===== src/sv/malu_pkg.sv =====
// Package with types, codes and arithmetic helpers of the matrix ALU.
`timescale 1ns / 1ps
`default_nettype none
package malu_pkg;
    localparam int DIM = 4;
    localparam int FRAC_BITS = 16;
    localparam int IDX_W = 2;
    localparam int NELEM = DIM * DIM;
    localparam int EL_W = 4;
    localparam int QDEPTH = 4;
    localparam int QPTR_W = 2;

    localparam logic [1:0] REQ_LOAD_A = 2'd0;
    localparam logic [1:0] REQ_LOAD_B = 2'd1;
    localparam logic [1:0] REQ_COMPUTE = 2'd2;

    localparam logic [2:0] OP_ADD = 3'd0;
    localparam logic [2:0] OP_SUB = 3'd1;
    localparam logic [2:0] OP_MUL = 3'd2;
    localparam logic [2:0] OP_SCALE = 3'd3;
    localparam logic [2:0] OP_DIV = 3'd4;
    localparam logic [2:0] OP_TRANS = 3'd5;

    localparam logic [1:0] ST_OK = 2'd0;
    localparam logic [1:0] ST_SAT = 2'd1;
    localparam logic [1:0] ST_DIVZ = 2'd2;

    typedef struct packed {
        logic [1:0] kind;
        logic [IDX_W-1:0] row;
        logic [IDX_W-1:0] col;
        logic signed [31:0] value;
        logic [2:0] op;
    } cmd_t;

    function automatic logic signed [31:0] sat64(input logic signed [63:0] v,
                                                 output logic hit);
        begin
            hit = 1'b0;
            if (v > 64'sd2147483647) begin
                hit = 1'b1;
                return 32'sh7fffffff;
            end
            if (v < -64'sd2147483648) begin
                hit = 1'b1;
                return 32'sh80000000;
            end
            return v[31:0];
        end
    endfunction
endpackage
`default_nettype wire


===== src/sv/malu_front.sv =====
// Front end: accepts beats, drops meaningless ones and queues commands.
`timescale 1ns / 1ps
`default_nettype none
module malu_front import malu_pkg::*; (
    input  wire logic aclk,
    input  wire logic aresetn,
    input  wire logic s_valid,
    output logic s_ready,
    input  wire logic [1:0] s_req_type,
    input  wire logic [1:0] s_row_index,
    input  wire logic [1:0] s_col_index,
    input  wire logic signed [31:0] s_operand_value,
    input  wire logic [2:0] s_op_code,
    output logic q_valid,
    input  wire logic q_ready,
    output cmd_t q_cmd
);
    cmd_t q_mem_reg [QDEPTH];
    logic [QPTR_W-1:0] wr_reg, rd_reg;
    logic [QPTR_W:0] cnt_reg;
    logic keep, push, pop;

    assign s_ready = (cnt_reg != QPTR_W'(0) + (QPTR_W+1)'(QDEPTH));
    assign keep = (s_req_type == REQ_LOAD_A) || (s_req_type == REQ_LOAD_B) ||
                  ((s_req_type == REQ_COMPUTE) && (s_op_code <= OP_TRANS));
    assign push = s_valid && s_ready && keep;
    assign q_valid = (cnt_reg != '0);
    assign pop = q_valid && q_ready;
    assign q_cmd = q_mem_reg[rd_reg];

    always_ff @(posedge aclk) begin
        if (push) begin
            q_mem_reg[wr_reg] <= '{kind: s_req_type, row: s_row_index, col: s_col_index,
                                   value: s_operand_value, op: s_op_code};
        end
        if (!aresetn) begin
            wr_reg <= '0;
            rd_reg <= '0;
            cnt_reg <= '0;
        end else begin
            if (push) wr_reg <= wr_reg + 1'b1;
            if (pop) rd_reg <= rd_reg + 1'b1;
            cnt_reg <= cnt_reg + (QPTR_W+1)'(push) - (QPTR_W+1)'(pop);
        end
    end
endmodule
`default_nettype wire


===== config.mk =====
export PLATFORM = sky130hd
export DESIGN_NAME = malu_front
export DESIGN_NICKNAME = d
export VERILOG_FILES = /design/src/sv/malu_pkg.sv /design/src/sv/malu_front.sv
export SDC_FILE = /design/constraint.sdc
export NUM_CORES = 1
export LEC_CHECK = 0
export BUFFER_PORTS_ARGS = -buffer_cell sky130_fd_sc_hd__buf_2
export CORE_MARGIN = 2
export CORE_UTILIZATION = 61
export CTS_CLUSTER_SIZE = 14
export DETAILED_ROUTE_END_ITERATION = 12
export HOLD_SLACK_MARGIN = 0.06
export PLACE_DENSITY = 0.84
export SYNTH_ARGS = -nofsm -noshare
export SYNTH_HDL_FRONTEND = slang
export SYNTH_SLANG_ARGS = --single-unit

===== constraint.sdc =====
create_clock -name aclk -period 4.4 [get_ports aclk]
set_clock_uncertainty 0.15 [all_clocks]
set_input_delay 0.22 -clock aclk [delete_from_list [all_inputs] [get_ports aclk]]
set_output_delay 0.22 -clock aclk [all_outputs]
set_load 0.01 [all_outputs]

# --- Word-level counts from Yosys, hierarchy flattened ---
# Memory sizes are Yosys's and may differ from the RTL's. A register that Yosys moved wholly into a read port is not among the register bits.
# Cells that the tools add are included.
word_totals:
  ff_bits: 7
  ram_bits: 164
  output_inout_bits: 43
  wordCells: 24
  memories: 1
op_classes:
  addsub: 4
  n_lt_le_gt_ge: 1
  eq_ne: 3
  n_mux: 4
  n_reduce_logical: 8
memory_table:
  columns: ["memory", "depth", "word_bits", "rd", "rd_ports_with_merged_regs", "write_ports", "line", "rtl"]
  rows:
  - ["q_mem_reg", 4, 41, 1, 1, 1, "malu_front.sv:18", "cmd_t q_mem_reg [QDEPTH];"]
ops:
  columns: ["cell", "n"]
  rows:
  - ["2-bit by 1-bit adder with 2-bit output (second input constant)", 2]
  - ["1-bit logical AND", 4]
  - ["2-bit 2-to-1 mux", 2]
  - ["3-bit by 1-bit adder with 3-bit output", 1]
  - ["3-bit <= comparator (second input constant)", 1]
  - ["3-bit != test (second input constant)", 1]
  - ["3-bit nonzero test", 1]
  - ["3-bit by 1-bit subtractor with 3-bit output", 1]
  - ["2-bit by 1-bit equality test with 1-bit output (second input constant)", 1]
  - ["2-bit equality test (second input constant)", 1]
  - ["2-bit logical NOT", 1]
  - ["1-bit logical OR", 2]
  - ["1-bit 2-to-1 mux", 2]

# --- Logic depth before layout (Yosys ltp) ---
# Gate-level depths: netlist (run 1).
depth:
  ltp_word: 6
  ltp_mapped: 10
  depth_no_buf: 10

# --- Worst setup path before layout (run 1) ---
# No wires, ideal clock.
synth_timing:
  kind: "register to register"
  start: "register cnt_reg[0]"
  end: "memory q_mem_reg[0][0] (netlist name), enable pin"
  t_arrival_ps: 1893
  t_required_ps: 3848
  slack_ps: 1954
  stages_incl_launch_ff: 4
  n_path_buf: 0
  period_less_slack_ps: 2446
  path_cell_list: "dfxtp_1 > nor2_2 > a221oi_4 > and2_1"
synth_between:
  elab_chain_cells: 5
synth_lines:
  columns: ["element", "line", "rtl"]
  rows:
  - ["start, declared", "malu_front.sv:20", "logic [QPTR_W:0] cnt_reg;"]
  - ["start signal, assigned", "malu_front.sv:43", "cnt_reg <= cnt_reg + (QPTR_W+1)'(push) - (QPTR_W+1)'(pop);"]
  - ["3-bit != test", "malu_front.sv:23", "assign s_ready = (cnt_reg != QPTR_W'(0) + (QPTR_W+1)'(QDEPTH));"]
  - ["1-bit logical AND (2 in a row)", "malu_front.sv:26", "assign push = s_valid && s_ready && keep;"]
  - ["1-bit 2-to-1 mux", "malu_front.sv:32", "if (push) begin"]
  - ["1-bit 2-to-1 mux (not written as such)", "malu_front.sv:33", "q_mem_reg[wr_reg] <= '{kind: s_req_type, row: s_row_index, col: s_col_index,"]
  - ["end, declared", "malu_front.sv:18", null]
# No other way between the ends.

# --- Final worst setup path (run 1) ---
layout_timing:
  start: "input port s_op_code[2]"
  end: "register cnt_reg[2]"
layout_between:
  elab_chain_cells: 6
layout_lines:
  columns: ["element", "line", "rtl"]
  rows:
  - ["start, declared", "malu_front.sv:13", "input wire logic [2:0] s_op_code,"]
  - ["3-bit <= comparator", "malu_front.sv:25", "((s_req_type == REQ_COMPUTE) && (s_op_code <= OP_TRANS));"]
  - ["1-bit logical AND", "malu_front.sv:25", null]
  - ["1-bit logical OR", "malu_front.sv:24", "assign keep = (s_req_type == REQ_LOAD_A) || (s_req_type == REQ_LOAD_B) ||"]
  - ["1-bit logical AND", "malu_front.sv:26", null]
  - ["3-bit by 1-bit adder with 3-bit output", "malu_front.sv:43", null]
  - ["3-bit by 1-bit subtractor with 3-bit output", "malu_front.sv:43", null]
# No other way between the ends.
# A chain may end at the register's enable or synchronous reset.

==> reports/results.ini, run 1 <==
[run_status]
status=completed

[critical_path]
critPathLaunchType=input pin
required_ps=4660
end_kind=register
worstSetupPathType=in -> reg
reg2reg_to=cnt_reg[2]
crit_fanout=7
r2r_slack_ps=1810
cp.arrival_ps=2900
crit_start=s_op_code[2]
worst_r2r_path_depth=10
r2r_start=cnt_reg[0]
critPathCapture=cnt_reg[2]

[hold_path]
hp-class=in -> reg

[power_and_ir_drop]
power_frac_comb_pct=18.3
power-per-cell-area_mw_per_mm2=538.6
clkPwrFrac_pct=32.8
ir_drop_mv=0.4522
p_sw_mw=1.081
power.leakage_nw=2.739
p_sw_share_pct=25.15
internal_power_mw=3.216
pwr-share-seq_pct=48.9

[logic_synthesis]
synth_seq_area_share_pct=79.33
syn-num-nets=318
synth_top_cell_by_area=edfxtp_1
syn_area_per_cell_um2=24.19
synthFlopType=edfxtp_1
synthTopCellsByArea=edfxtp_1 (77%), mux4_2 (14%), dfxtp_1 (2.8%), ha_1 (1.2%), buf_6 (0.87%)
ys_ff_latch=173
synth-async-reset-ratio_pct=0
synth_cells=266
synth_area_mm2=0.006435
netlist_top_cells_count=edfxtp_1 (164), mux4_2 (41), dfxtp_1 (9)
yosysWarningCount=0
yosysTopAreaCellShare_pct=76.53
synth.most_common_cell=edfxtp_1
synth_cell_types=22
synth-edff-count=164

[die]
io_pins=88
start_util_pct=62.61
dieArea_mm2=0.01139
fp.dieH_um=106.7
num_rows=37
die_w_um=106.7
core_area_mm2=0.01028

[timing]
setup_viol=0
period_needed_ps=2641
finalCritPeriodShare_pct=60.01
hold_violations=0
clock.fmax_mhz=378.7
finalSetupTns_ps=0
drv_slew=0
grt_setup_unrepaired=false
maxSlewHeadroom_pct=26.06
max_slew.worst_pin.slew_ps=1109

[final_layout]
n_antenna_cell=0
area_delta_synth_final_pct=23.97
final_area_mm2=0.007978
fill_cells=542
fin_cells=555
nNetsFinal=458
postLayoutCoreUtil_pct=77.62
multi_input_area_mm2=0.001225
final_layout_size_suffix_gt1_share_pct=39.62
largest_reg_flops=164
regArea_mm2=0.005110

[detailed_routing]
ant_nets=0
vias_per_cell=5.625
drc=0
drt_iter0_drc=234
first_pass_iters=5
wl_per_cell_um=21.54
totalWireLength_um=11950
num_vias=3122

[global_route]
grt_util_all_layers_pct=22.36
antenna_found_initial=0
first_global_vias=3321
grt_pass1_wl_um=18140
globalRouteOverflowTotal=0
grt_start_max_net_pins=42

[clock_network]
path_clk_slew_ps=70
clkLatencyLatePin_ps=510
clockRootBuffer=clkbuf_8
numCtsBuffers=17
clkSinkCount=173
post_cts_buffers=0
cts_tree=yes
clk_path_buf_depth=2
htreeDepth=4

[placement]
place_area_mm2=0.006967
dp_hpwl_um=6054
gp_congestion=0.6967
place_inst=478
io_buffers=87

[run]
drv_cap=0

==> layout make-up <==
cell class	instances	share of cell area [%]
tap	136	2.133
sequential	173	64.05
clock buffer	22	5.552
multi-input combinational	75	15.35
clock inverter	10	1.474
timing repair buffer	132	11.10
inverter	7	0.3294
==> layout by cell type, fill, tap and decap left out, drive strengths merged <==
cell type	Yosys	final
o311ai	1	1
mux4	41	41
or3	1	1
and2	8	8
dlygate4sd3	0	45
mux2i	2	2
a21o	1	1
clkinvlp	0	1
nor2	1	1
bufinv	0	2
buf	10	87
nand2	5	5
o31a	1	1
nor2b	2	2
clkinv	0	7
inv	7	7
a221oi	1	1
fa	1	1
clkbuf	1	22
ha	6	6
xnor2	4	4
edfxtp	164	164
dfxtp	9	9
==> power by group through the flow <==
stage	registers [mW]	logic, mW	clock network [mW]
finish	2.10	0.788	1.41
global route	2.13	0.843	1.49
CTS	2.11	0.793	1.43
detailed placement	2.14	0.752	0
global placement	2.13	0.740	0
floorplan	2.00	0.635	0
==> per-layer routing <==
layer	GRT usage, %	vias to the layer above	part of all wire [%]
met3	6.140	14	5.3
li1	-	1384	-
met4	7.050	0	1.2
met5	0	-	0
met1	29.51	1609	41
met2	36.94	115	53
==> stage by stage <==
step           hold WS [ps]  power (mW)  worst slack, ps
2_1_floorplan         168.9       2.637             1954
5_1_grt               297.2       4.461             1639
3_5_place_dp          286.4       2.892             1765
3_3_place_gp          281.4       2.872             1873
4_1_cts               275.8       4.334             1704
6_report              305.1       4.297             1759
==> critical path, cell delays in order <==
cell	delay (ps)
dlygate4sd3_1	520
buf_2	150
a21o_1	210
a221oi_4	430
inv_2	50
ha_1	280
inv_1	40
ha_1	190
fa_1	380
xnor2_1	140
xnor2_1	120
and2_1	150
==> repair_timing <==
item / in CTS / in global routing
hold endpoints to repair: 173 / 0
gates resized for setup: 0 / 0
hold buffers: 45 / 0
endpoints found under the setup margin: 0 / 0
==> cell families after synthesis <==
logic type,after synthesis,share of synthesized area (%)
buffers and inverters,18,1.711
AO/OA/AOI/OAI,4,0.7974
flip-flops,173,79.33
XOR/XNOR,4,0.5444
AND/OR/NAND/NOR,17,1.478
adder cells (fa/ha/maj),7,1.478
multiplexers,43,14.66
==> worst min path at each step <==
stage,slack [ps],start,cells after the start,endpoint
2_1_floorplan,170,s_op_code[0],0,q_mem_reg[0][0]
3_3_place_gp,280,s_operand_value[19],1,q_mem_reg[2][22]
3_5_place_dp,290,s_operand_value[19],1,q_mem_reg[0][22]
4_1_cts,280,s_operand_value[7],2,q_mem_reg[2][10]
5_1_grt,300,s_operand_value[31],2,q_mem_reg[2][34]
6_report,310,s_operand_value[14],2,q_mem_reg[0][17]
No activity file was read; power rests on OpenSTA's default activity.
==> run 2: changes to the inputs <==
--- a/config.mk
+++ b/config.mk
@@ -7,11 +7,11 @@
 export LEC_CHECK = 0
 export BUFFER_PORTS_ARGS = -buffer_cell sky130_fd_sc_hd__buf_2
 export CORE_MARGIN = 2
-export CORE_UTILIZATION = 61
+export CORE_UTILIZATION = 51
 export CTS_CLUSTER_SIZE = 14
 export DETAILED_ROUTE_END_ITERATION = 12
 export HOLD_SLACK_MARGIN = 0.06
-export PLACE_DENSITY = 0.84
+export PLACE_DENSITY = 0.75
 export SYNTH_ARGS = -nofsm -noshare
 export SYNTH_HDL_FRONTEND = slang
 export SYNTH_SLANG_ARGS = --single-unit
==> constraint.sdc (replaced) <==
create_clock -name aclk -period 2.1 [get_ports aclk]
set_clock_uncertainty 0.15 [all_clocks]
set_input_delay 0.105 -clock aclk [delete_from_list [all_inputs] [get_ports aclk]]
set_output_delay 0.105 -clock aclk [all_outputs]
set_load 0.01 [all_outputs]
==> run 2 against run 1 <==
Net effect: the flow now finishes with violations (setup timing); via count grew 2.7%; worst hold slack lost 29 ps; sequential power grew 99%; sequential share of layout area shrank 3.0 points; utilization shrank 10 points; power grew 120%; first-iteration DRC count shrank 6.4%; worst setup slack lost 2000 ps; critical endpoint unchanged.
==> reports/results.ini, run 2 (synthesis results as in run 1) <==
[timing]
max_slew.worst_pin.slew_ps=397.3
maxSlewHeadroom_pct=73.52
setup_ws_ps=-199.6
hold_violations=0
clock.fmax_mhz=434.9
grt_setup_unrepaired=true
period_needed_ps=2300
setup_viol=2
finalCritPeriodShare_pct=109.5
drv_slew=0

[critical_path]
worstSetupPathType=reg -> reg
end_kind=register
cp.arrival_ps=2460
worst_r2r_path_depth=10
required_ps=2260
crit_fanout=4
critPathLaunchType=register

[die]
core_area_mm2=0.01247
dieArea_mm2=0.01353
num_rows=41
fp.dieH_um=116.3
die_w_um=116.3
io_pins=88
start_util_pct=51.62

[final_layout]
fill_cells=837
regArea_mm2=0.005117
final_cell_mix=edfxtp_1 (164), buf_2 (87), dlygate4sd3_1 (43), mux4_2 (41), buf_4 (18)
final_layout_size_suffix_gt1_share_pct=45.72
multi_input_area_mm2=0.001267
area_delta_synth_final_pct=30.25
n_antenna_cell=0
postLayoutCoreUtil_pct=67.24
nNetsFinal=483
largest_reg_flops=164
final_common_cell=edfxtp_1

[hold_path]
hp-class=in -> reg
hold_depth=6

[detailed_routing]
drc=0
num_vias=3206
vias_per_cell=5.205
drt_iter0_drc=219
totalWireLength_um=11190
first_pass_iters=4
wl_per_cell_um=18.16
ant_nets=0

[clock_network]
path_clk_slew_ps=60
cts_tree=yes
clkLatencyLatePin_ps=410
htreeDepth=4
clk_path_buf_depth=2
numCtsBuffers=17
clkSinkCount=173
clockRootBuffer=clkbuf_16

[placement]
dp_hpwl_um=6652
gp_congestion=0.7491
io_buffers=87

[global_route]
antenna_found_initial=0
grt_start_max_net_pins=28
grt_util_all_layers_pct=17.71
grt_pass1_wl_um=17240
globalRouteOverflowTotal=0
first_global_vias=3331

[power_and_ir_drop]
power-per-cell-area_mw_per_mm2=1112
power.leakage_nw=2.904
total_power_mw=9.324
ir_drop_mv=0.7472

[run_status]
violations=setup timing
status=complete, but fails checks

[run]
drv_cap=0

==> run 2: changes by cell type in the layout (fill, tap and decap cells not counted), sizes merged <==
cell | before | now
dlygate4sd3 | 45 | 43
buf | 87 | 114
clkinv | 7 | 9
clkbuf | 22 | 17
clkinvlp | 1 | 3
inv | 7 | 8
==> run 2: final timing paths <==
check / from / endpoint / slack [ps]
worst max register to register: cnt_reg[0] / cnt_reg[2] / -200
worst min-delay path: s_req_type[1] / wr_reg[1] / 280
worst max-delay path: cnt_reg[0] / cnt_reg[2] / -200
worst min register to register: wr_reg[1] / wr_reg[1] / 360
==> run 2: timing repair <==
item,4_1_cts,5_1_grt
setup buffers,4,3
hold endpoints to repair,173,0
resized for setup,3,4
hold buffers,43,0
pin swaps,0,8
setup endpoints to repair,33,2
==> run 2: metrics by stage <==
step	setup WS (ps)	cell area (um2)	std cells	TNS, ps	hold slack [ps]
2_1_floorplan	-163.3	6452	266	-178.6	53.87
3_3_place_gp	-87.36	7287	534	-87.36	164.7
3_5_place_dp	-201.3	7287	534	-232.5	171.9
4_1_cts	-160.2	8329	613	-160.2	132.8
5_1_grt	-267.8	8382	616	-342.8	281.8
6_report	-199.6	8382	616	-229.4	276.6
==> run 2: cell type report <==
cell class                 count  share of cell area [%]
sequential                   173                   61.05
clock buffer                  17                   5.075
inverter                       7                  0.3135
timing repair buffer         157                   14.09
clock inverter                15                   1.776
multi-input combinational     75                   15.12
tap                          172                   2.568
==> run 2: power by group <==
group	total (mW)	internal (mW)	switching (mW)
registers	4.17	4.06	0.106
logic	2.18	1.19	0.997
clock network	2.97	1.74	1.23
==> run 2: worst max-delay path, cell delays in order (launching register included) <==
cell and delay (ps):
dfxtp_4 380, nor2_4 50, a221oi_4 310, inv_2 70, ha_4 270, inv_2 40, ha_4 150, fa_2 370
xnor2_2 150, xnor2_1 120, and2_1 140
==> run 2: routing by layer <==
layer  GRT usage [%]  part of all wire [%]
met1           22.81                    42
met4           6.587                   1.7
met5               0                     0
met2           29.11                    51
met3           4.982                   5.0
